$ cat src/rtl/core/nwu_pkg.sv
// Shared types and constants of the normalised int8 weight-update block.
package nwu_pkg;

  localparam int LANES_DEF  = 10;
  localparam int NORM_SHIFT = 7;
  localparam int NORM_PEAK  = (2 ** NORM_SHIFT) - 1;
  localparam int FRAC_BITS  = 28;
  localparam int LR_SHIFT   = 16;

  localparam int PROD_W    = 16;
  localparam int MAG_W     = 15;
  localparam int MUL_A_W   = 23;
  localparam int MUL_B_W   = 18;
  localparam int MUL_P_W   = MUL_A_W + MUL_B_W;
  localparam int ACC_W     = 57;
  localparam int DVD_W     = ACC_W - FRAC_BITS;
  localparam int DIV_CNT_W = $clog2(DVD_W + 1);

  localparam int POS_LIMIT = 127;
  localparam int NEG_LIMIT = 128;

  localparam int CFG_IDX_W  = 2;
  localparam int CFG_DATA_W = 16;

  localparam logic signed [7:0] CLAMP_LOW_RST  = -8'sd128;
  localparam logic signed [7:0] CLAMP_HIGH_RST = 8'sd127;
  localparam logic [15:0]       LEARN_RATE_RST = 16'd655;
  localparam logic signed [7:0] W_MAX          = 8'sd127;
  localparam logic signed [7:0] W_MIN          = -8'sd128;

  typedef enum logic [CFG_IDX_W-1:0] {
    CFG_CLAMP_LOW  = 2'd0,
    CFG_CLAMP_HIGH = 2'd1,
    CFG_LEARN_RATE = 2'd2
  } cfg_reg_t;

  typedef struct packed {
    logic signed [7:0] activation;
    logic signed [7:0] gradient;
    logic signed [7:0] weight_in;
    logic [15:0]       channel_scale;
    logic              block_end;
  } item_t;

  typedef struct packed {
    logic signed [7:0] weight_out;
    logic              run_last;
    logic              saturated;
  } result_t;

endpackage

$ cat src/rtl/core/normalized_int8_weight_update.sv
// Top level of the normalised int8 weight-update block.
//
// Input: a transaction is taken at a clock edge with start high and busy low.
// Each transaction is one lane: activation, gradient, current weight, scale
// and a block_end flag. A lane that does not end the block is stored and
// busy stays low, so lanes may arrive back to back.
// A lane with block_end set, or the lane that fills the last buffer slot,
// closes the block: busy rises and one result per stored lane follows, in
// lane order, each shown for a single cycle with result_valid high; run_last
// marks the final one. The receiver cannot stall, so results are never held.
// Steps: each lane of a closed block takes its products on the shared
// multiplier, one magnitude step, then the one-bit-per-cycle divider; a lane
// passes its weight through when every product of the block was zero.
// busy drops in the cycle after the last result.
// Configuration: cfg_we writes clamp_low (index 0), clamp_high (index 1) or
// learn_rate (index 2) at once; other indexes are ignored. Write only while
// busy is low. Reset returns the registers to their defaults and empties the
// lane buffer; no clearing pass is needed.
module normalized_int8_weight_update #(
  parameter int LANES = nwu_pkg::LANES_DEF
) (
  input  logic                              clk,
  input  logic                              rst,
  input  logic                              start,
  output logic                              busy,
  input  nwu_pkg::item_t                    item,
  output logic                              result_valid,
  output nwu_pkg::result_t                  result,
  input  logic                              cfg_we,
  input  logic [nwu_pkg::CFG_IDX_W-1:0]     cfg_index,
  input  logic [nwu_pkg::CFG_DATA_W-1:0]    cfg_data
);

  localparam int LANE_W = (LANES > 1) ? $clog2(LANES) : 1;
  localparam int CNT_W  = $clog2(LANES + 1);

  typedef enum logic [3:0] {
    S_IDLE, S_LOAD, S_LO, S_HI, S_SR, S_NL, S_NH, S_WM, S_ACC, S_ABS, S_DIV
  } state_t;

  state_t state;

  logic signed [7:0] clamp_low;
  logic signed [7:0] clamp_high;
  logic [15:0]       learn_rate;

  logic signed [nwu_pkg::PROD_W-1:0] product_buf [LANES];
  logic signed [7:0]                 weight_buf  [LANES];
  logic [15:0]                       scale_buf   [LANES];

  logic [nwu_pkg::MAG_W-1:0] max_abs;
  logic [CNT_W-1:0]          lane_count;
  logic [CNT_W-1:0]          emit_lane;

  logic signed [7:0]                  cur_w;
  logic [15:0]                        cur_s;
  logic signed [nwu_pkg::MUL_A_W-1:0] norm;
  logic [15:0]                        sr_high;
  logic signed [nwu_pkg::ACC_W-1:0]   acc;
  logic                               neg;

  logic                              accept;
  logic                              block_close;
  logic [LANE_W-1:0]                 wr_idx;
  logic [LANE_W-1:0]                 rd_idx;
  logic signed [nwu_pkg::PROD_W-1:0] item_product;
  logic [nwu_pkg::PROD_W-1:0]        item_abs;
  logic signed [nwu_pkg::PROD_W-1:0] rd_product;

  logic signed [nwu_pkg::MUL_A_W-1:0] mul_a;
  logic signed [nwu_pkg::MUL_B_W-1:0] mul_b;
  logic signed [nwu_pkg::MUL_P_W-1:0] mul_p;

  logic [nwu_pkg::ACC_W-1:0] acc_mag;
  logic                      div_start;
  logic                      div_done;
  logic [nwu_pkg::DVD_W-1:0] div_quot;

  logic              emit;
  logic              emit_last;
  logic signed [7:0] emit_w;
  logic              emit_sat;

  // hold busy through the cycle that shows the last result
  assign busy         = (state != S_IDLE) || result_valid;
  assign accept       = start && !busy;
  assign wr_idx       = lane_count[LANE_W-1:0];
  assign rd_idx       = emit_lane[LANE_W-1:0];
  assign rd_product   = product_buf[rd_idx];
  assign item_product = item.activation * item.gradient;
  assign item_abs     = item_product[nwu_pkg::PROD_W-1] ? -item_product : item_product;
  assign block_close  = item.block_end || (lane_count == CNT_W'(LANES - 1));
  assign emit_last    = ((emit_lane + CNT_W'(1)) == lane_count);

  // configuration registers
  always_ff @(posedge clk) begin
    if (rst) begin
      clamp_low  <= nwu_pkg::CLAMP_LOW_RST;
      clamp_high <= nwu_pkg::CLAMP_HIGH_RST;
      learn_rate <= nwu_pkg::LEARN_RATE_RST;
    end else if (cfg_we) begin
      case (cfg_index)
        nwu_pkg::CFG_CLAMP_LOW:  clamp_low  <= cfg_data[7:0];
        nwu_pkg::CFG_CLAMP_HIGH: clamp_high <= cfg_data[7:0];
        nwu_pkg::CFG_LEARN_RATE: learn_rate <= cfg_data;
        default: ;
      endcase
    end
  end

  // lane buffer
  always_ff @(posedge clk) begin
    if (accept) begin
      product_buf[wr_idx] <= item_product;
      weight_buf[wr_idx]  <= item.weight_in;
      scale_buf[wr_idx]   <= item.channel_scale;
    end
  end

  // operand select for the shared multiplier
  always_comb begin
    mul_a = '0;
    mul_b = '0;
    case (state)
      S_LO: begin
        mul_a = nwu_pkg::MUL_A_W'(clamp_low);
        mul_b = nwu_pkg::MUL_B_W'(max_abs);
      end
      S_HI: begin
        mul_a = nwu_pkg::MUL_A_W'(clamp_high);
        mul_b = nwu_pkg::MUL_B_W'(max_abs);
      end
      S_SR: begin
        mul_a = nwu_pkg::MUL_A_W'(cur_s);
        mul_b = nwu_pkg::MUL_B_W'(learn_rate);
      end
      S_NL: begin
        mul_a = norm;
        mul_b = nwu_pkg::MUL_B_W'(mul_p[nwu_pkg::LR_SHIFT-1:0]);
      end
      S_NH: begin
        mul_a = norm;
        mul_b = nwu_pkg::MUL_B_W'(sr_high);
      end
      S_WM: begin
        mul_a = nwu_pkg::MUL_A_W'(cur_w);
        mul_b = nwu_pkg::MUL_B_W'(max_abs);
      end
      default: ;
    endcase
  end

  nwu_mul u_mul (
    .clk (clk),
    .a   (mul_a),
    .b   (mul_b),
    .p   (mul_p)
  );

  assign acc_mag   = acc[nwu_pkg::ACC_W-1] ? nwu_pkg::ACC_W'(-acc) : nwu_pkg::ACC_W'(acc);
  assign div_start = (state == S_ABS);

  nwu_div u_div (
    .clk      (clk),
    .rst      (rst),
    .start    (div_start),
    .dividend (acc_mag[nwu_pkg::ACC_W-1:nwu_pkg::FRAC_BITS]),
    .divisor  (max_abs),
    .done     (div_done),
    .quotient (div_quot)
  );

  // result of the lane in flight, with int8 saturation
  always_comb begin
    emit     = 1'b0;
    emit_w   = cur_w;
    emit_sat = 1'b0;
    case (state)
      S_LOAD: begin
        if (max_abs == '0) begin
          emit   = 1'b1;
          emit_w = weight_buf[rd_idx];
        end
      end
      S_DIV: begin
        if (div_done) begin
          emit = 1'b1;
          if (!neg && (div_quot > nwu_pkg::DVD_W'(nwu_pkg::POS_LIMIT))) begin
            emit_w   = nwu_pkg::W_MAX;
            emit_sat = 1'b1;
          end else if (neg && (div_quot > nwu_pkg::DVD_W'(nwu_pkg::NEG_LIMIT))) begin
            emit_w   = nwu_pkg::W_MIN;
            emit_sat = 1'b1;
          end else if (neg) begin
            emit_w = 8'(-div_quot[7:0]);
          end else begin
            emit_w = div_quot[7:0];
          end
        end
      end
      default: ;
    endcase
  end

  always_ff @(posedge clk) begin
    if (rst) begin
      state        <= S_IDLE;
      lane_count   <= '0;
      max_abs      <= '0;
      emit_lane    <= '0;
      result_valid <= 1'b0;
    end else begin
      result_valid <= emit;
      case (state)
        S_IDLE: begin
          if (accept) begin
            lane_count <= lane_count + CNT_W'(1);
            if (item_abs[nwu_pkg::MAG_W-1:0] > max_abs) begin
              max_abs <= item_abs[nwu_pkg::MAG_W-1:0];
            end
            if (block_close) begin
              emit_lane <= '0;
              state     <= S_LOAD;
            end
          end
        end
        S_LOAD: begin
          cur_w <= weight_buf[rd_idx];
          cur_s <= scale_buf[rd_idx];
          // product * 127 as (p << 7) - p
          norm  <= (nwu_pkg::MUL_A_W'(rd_product) <<< nwu_pkg::NORM_SHIFT)
                   - nwu_pkg::MUL_A_W'(rd_product);
          if (max_abs != '0) begin
            state <= S_LO;
          end
        end
        S_LO: state <= S_HI;
        S_HI: begin
          if (mul_p > nwu_pkg::MUL_P_W'(norm)) begin
            norm <= nwu_pkg::MUL_A_W'(mul_p);
          end
          state <= S_SR;
        end
        S_SR: begin
          // upper clamp last, so it wins on inverted bounds
          if (nwu_pkg::MUL_P_W'(norm) > mul_p) begin
            norm <= nwu_pkg::MUL_A_W'(mul_p);
          end
          state <= S_NL;
        end
        S_NL: begin
          sr_high <= mul_p[2*nwu_pkg::LR_SHIFT-1:nwu_pkg::LR_SHIFT];
          state   <= S_NH;
        end
        S_NH: begin
          acc   <= -nwu_pkg::ACC_W'(mul_p);
          state <= S_WM;
        end
        S_WM: begin
          acc   <= acc - (nwu_pkg::ACC_W'(mul_p) <<< nwu_pkg::LR_SHIFT);
          state <= S_ACC;
        end
        S_ACC: begin
          acc   <= acc + (nwu_pkg::ACC_W'(mul_p) <<< nwu_pkg::FRAC_BITS);
          state <= S_ABS;
        end
        S_ABS: begin
          neg   <= acc[nwu_pkg::ACC_W-1];
          state <= S_DIV;
        end
        S_DIV: ;
        default: state <= S_IDLE;
      endcase
      if (emit) begin
        result.weight_out <= emit_w;
        result.saturated  <= emit_sat;
        result.run_last   <= emit_last;
        // advance to the next lane, or drop the block once the last is out
        if (emit_last) begin
          state      <= S_IDLE;
          lane_count <= '0;
          max_abs    <= '0;
        end else begin
          emit_lane <= emit_lane + CNT_W'(1);
          state     <= S_LOAD;
        end
      end
    end
  end

endmodule

$ cat src/rtl/core/nwu_mul.sv
// Shared signed multiplier with a registered product.
module nwu_mul (
  input  logic                                clk,
  input  logic signed [nwu_pkg::MUL_A_W-1:0] a,
  input  logic signed [nwu_pkg::MUL_B_W-1:0] b,
  output logic signed [nwu_pkg::MUL_P_W-1:0] p
);

  always_ff @(posedge clk) begin
    p <= a * b;
  end

endmodule

$ cat src/rtl/core/nwu_div.sv
// Restoring divider, one quotient bit per cycle.
module nwu_div (
  input  logic                             clk,
  input  logic                             rst,
  input  logic                             start,
  input  logic [nwu_pkg::DVD_W-1:0]        dividend,
  input  logic [nwu_pkg::MAG_W-1:0]        divisor,
  output logic                             done,
  output logic [nwu_pkg::DVD_W-1:0]        quotient
);

  logic [nwu_pkg::DIV_CNT_W-1:0] count;
  logic [nwu_pkg::MAG_W-1:0]     rem;
  logic [nwu_pkg::MAG_W-1:0]     dsr;
  logic [nwu_pkg::DVD_W-1:0]     quo;
  logic [nwu_pkg::MAG_W+1:0]     trial;
  logic [nwu_pkg::MAG_W:0]       shifted;

  assign shifted = {rem, quo[nwu_pkg::DVD_W-1]};
  assign trial   = {1'b0, shifted} - {2'b00, dsr};

  always_ff @(posedge clk) begin
    if (rst) begin
      count <= '0;
      done  <= 1'b0;
    end else begin
      done <= (count == nwu_pkg::DIV_CNT_W'(1));
      if (start) begin
        count <= nwu_pkg::DIV_CNT_W'(nwu_pkg::DVD_W);
        rem   <= '0;
        dsr   <= divisor;
        quo   <= dividend;
      end else if (count != '0) begin
        count <= count - nwu_pkg::DIV_CNT_W'(1);
        // keep the trial difference unless it borrowed
        if (!trial[nwu_pkg::MAG_W+1]) begin
          rem <= trial[nwu_pkg::MAG_W-1:0];
        end else begin
          rem <= shifted[nwu_pkg::MAG_W-1:0];
        end
        quo <= {quo[nwu_pkg::DVD_W-2:0], ~trial[nwu_pkg::MAG_W+1]};
      end
    end
  end

  assign quotient = quo;

endmodule

$ cat config.mk
export PLATFORM = sky130hd
export DESIGN_NAME = normalized_int8_weight_update
export DESIGN_NICKNAME = d
export VERILOG_FILES = /design/src/rtl/core/nwu_pkg.sv /design/src/rtl/core/normalized_int8_weight_update.sv /design/src/rtl/core/nwu_mul.sv /design/src/rtl/core/nwu_div.sv
export SDC_FILE = /design/constraint.sdc
export NUM_CORES = 2
export LEC_CHECK = 0
export BUFFER_PORTS_ARGS = -buffer_cell sky130_fd_sc_hd__clkbuf_2
export CAP_MARGIN = 20
export CORE_MARGIN = 3
export CORE_UTILIZATION = 59
export DETAILED_ROUTE_END_ITERATION = 10
export GPL_ROUTABILITY_DRIVEN = 1
export PLACE_DENSITY_LB_ADDON = 0.08
export SETUP_SLACK_MARGIN = 0.02
export SYNTH_ARGS = -nofsm -noshare
export SYNTH_HDL_FRONTEND = slang
export SYNTH_SLANG_ARGS = --single-unit
$ cat constraint.sdc
create_clock -name clk -period 8.3 [get_ports clk]
set_input_delay 0.83 -clock clk [delete_from_list [all_inputs] [get_ports clk]]
set_output_delay 0.83 -clock clk [all_outputs]
set_load 0.03 [all_outputs]
==> impl_metrics.ini <==
[synth]
synth.distinct_cells = 76
postSynth.asyncResetShare_pct = 0
synth_xor_area_share_pct = 3.82
yosysSeqAreaShare_pct = 39.3
avgSynthCellArea_um2 = 10.8
synthTopCellsByCount = inv_1 (687), edfxtp_1 (590), nand2_1 (502)
syn_nets = 5464
synthMuxAreaShare_pct = 5.30
ys_ff_latch = 696
yosysMostFrequentCell = inv_1
synth_cells = 4687
yosysTopAreaCellShare_pct = 35.1
ys.flop_type = edfxtp_1
synth_top_cell_by_area = edfxtp_1
synth_compound_area_share_pct = 9.77
yosys.area_share.simple_pct = 11.5
synth_top_family_by_area = adder cells
syn-cell-area_mm2 = 0.0505
synthAdderAreaFrac_pct = 24.0
yosys_warnings = 0
yosys-top-cells-area = edfxtp_1 (35%), fa_1 (17%), ha_1 (7.3%)
synth_edf_count = 590

[floorplan]
dieArea_mm2 = 0.0891
rows = 106
die_h_um = 299
num_io_pins = 75
core-area_mm2 = 0.0842
die_x_um = 299
start_util_pct = 60.0

[detailed_routing]
ant_nets = 0
drtPass1Iterations = 6
routedWlPerCell_um = 23.5
via_count = 35891
drtIter0Drc = 3197
wl_mm = 141
vias_per_cell = 5.96
drc = 0

[grt]
gr-usage-all-layers_pct = 32.0
antenna_found_initial = 9
overflow = 0
grt_pass1_wl_mm = 216
grt_max_degree = 64
first_global_vias = 35551

[clocking]
root_buffer = clkbuf_16
cts_made_buffers = 73
clock-sinks = 696
cts_tree = done
postCtsHoldBufs = 0
clkTransAtPathRegs_ns = 0.07
htree_levels = 3
worstSkewPairLatency_ns = 0.64
clockBufferDepth = 3

[sta]
timing.final.ws_setup_ns = 0.346
fmax_mhz = 126
layout_worst_path_cycle_share_pct = 95.8
rsz0062_at_grt = no
setup_viol = 0
finalMaxSlewViolations = 0
slew-limit-headroom_pct = 25.8
hold_slack_ns = 0.409
worstMarginPinSlew_ns = 1.11
min_period_ns = 7.95
fin_worst_skew_ns = 0.0259
hold_viol = 0
finalSetupTns_ns = 0

[critical_path]
crit_path_top_delay_cell = fa_1
cp_max_fo = 27
cpLargestDelayFamily = adder cells
worst-path-buf-inv = 5
max_stage_delay_ns = 0.58
cp-end-kind = flop
start_kind = flop
crit_type = reg2reg
cp.arrival_ns = 8.50
cpMostUsedCell = fa_1
critPathRequiredTime_ns = 8.84

[final_layout]
nNetsFinal = 5608
stdcell_area_mm2 = 0.0554
drive_gt1_share_pct = 10.3
syn2layout_area_growth_pct = 9.72
nFillCells = 6603

[flow_run]
max-cap-violations = 0

[power_and_ir_drop]
power_density_mw_per_mm2 = 322
p_leak_nw = 22.8
peakVddDrop_v = 0.000356

[min_path]
hold_path.class = in2reg

[place]
dpl_cell_area_mm2 = 0.0529
post-place-ws_ns = 0.0157
hpwlAfterDp_mm = 104
place_congestion = 1.00
io_buffers = 74

[status]
status = complete, no violations
layout by cell type (no fill, tap or decap), types with 53 or more instances in the layout:
cell type	n
buf_4	159
inv_1	686
a21oi_1	198
nor2b_1	53
edfxtp_1	590
fa_1	421
dfxtp_1	102
ha_1	293
nor3_1	64
nor2_1	302
clkbuf_16	79
mux2i_1	92
xnor2_1	136
o21ai_0	179
xor2_1	84
nand2_1	501
mux4_2	72
clkbuf_2	74
a21o_1	79
layer usage:
metal,track usage [%],wire (um),vias up
li1,-,-,16344
met1,44.6,57600,17655
met2,49.4,63600,1530
met3,5.72,12300,358
met4,14.8,7810,4
met5,0,27,-
repair_timing:
item	in CTS	in global routing
endpoints found under the setup margin	1	8
pin swaps	0	7
resized for setup	1	28
setup buffers	0	10
worst reg2reg max path: cells and delay by family, from the launching register on:
kind	cells	cell delay (ns)
compound gates	10	2.34
fa+ha+maj	7	3.49
simple gates	5	0.60
buf+inv	5	0.89
xor+xnor	1	0.15
flops	1	0.39
layout make-up:
| cell class | instances | area [um2] | share of cell area (%) |
|---|---|---|---|
| Timing Repair Buffer | 241 | 1670 | 3.02 |
| Clock inverter | 23 | 198 | 0.357 |
| Antenna cell | 2 | 5.00 | 0.00903 |
| Inverter | 688 | 2590 | 4.67 |
| Sequential cell | 696 | 19800 | 35.8 |
| Tap cell | 1134 | 1420 | 2.56 |
| Clock buffer | 107 | 2110 | 3.81 |
| Multi-Input combinational cell | 3131 | 27600 | 49.8 |
through the flow:
stage | std cells | power (mW) | util, %
after floorplan | 4687 | 11.6 | -
after global placement | 5880 | 14.3 | 62.8
after detailed placement | 5880 | 14.5 | 62.8
after CTS | 6010 | 17.7 | 65.5
after global routing | 6020 | 18.9 | 65.8
final | 6022 | 17.8 | 65.8
kinds of logic after synthesis:
logic type	after synthesis
AO/OA/AOI/OAI	769
XOR/XNOR	220
adder cells (fa/ha/maj)	714
buffers and inverters	860
flip-flops	696
multiplexers	176
AND/OR/NAND/NOR	1252
power by group:
part           leakage, nW  switching, mW  internal [mW]
logic                 15.4           5.64           3.59
clock network         1.12           1.39           1.81
registers             6.23          0.373           5.01
flip-flops by register name, indices dropped and copies added, names as in the netlist, 23 cells and up:
name,count
acc,57
norm,23
product_buf,160
weight_buf,80
u_div.quotient,29
u_mul.p,40
scale_buf,160
worst paths after layout:
kind                  from        endpoint  slack, ns  cells after the start
max               state[0]     u_mul.p[38]       0.35                     28
min           cfg_data[10]  learn_rate[10]       0.41                      3
max reg2reg       state[0]     u_mul.p[38]       0.35                     28
min reg2reg  learn_rate[6]   learn_rate[6]       0.47                      2
No activity file was read; power rests on OpenSTA's default activity.
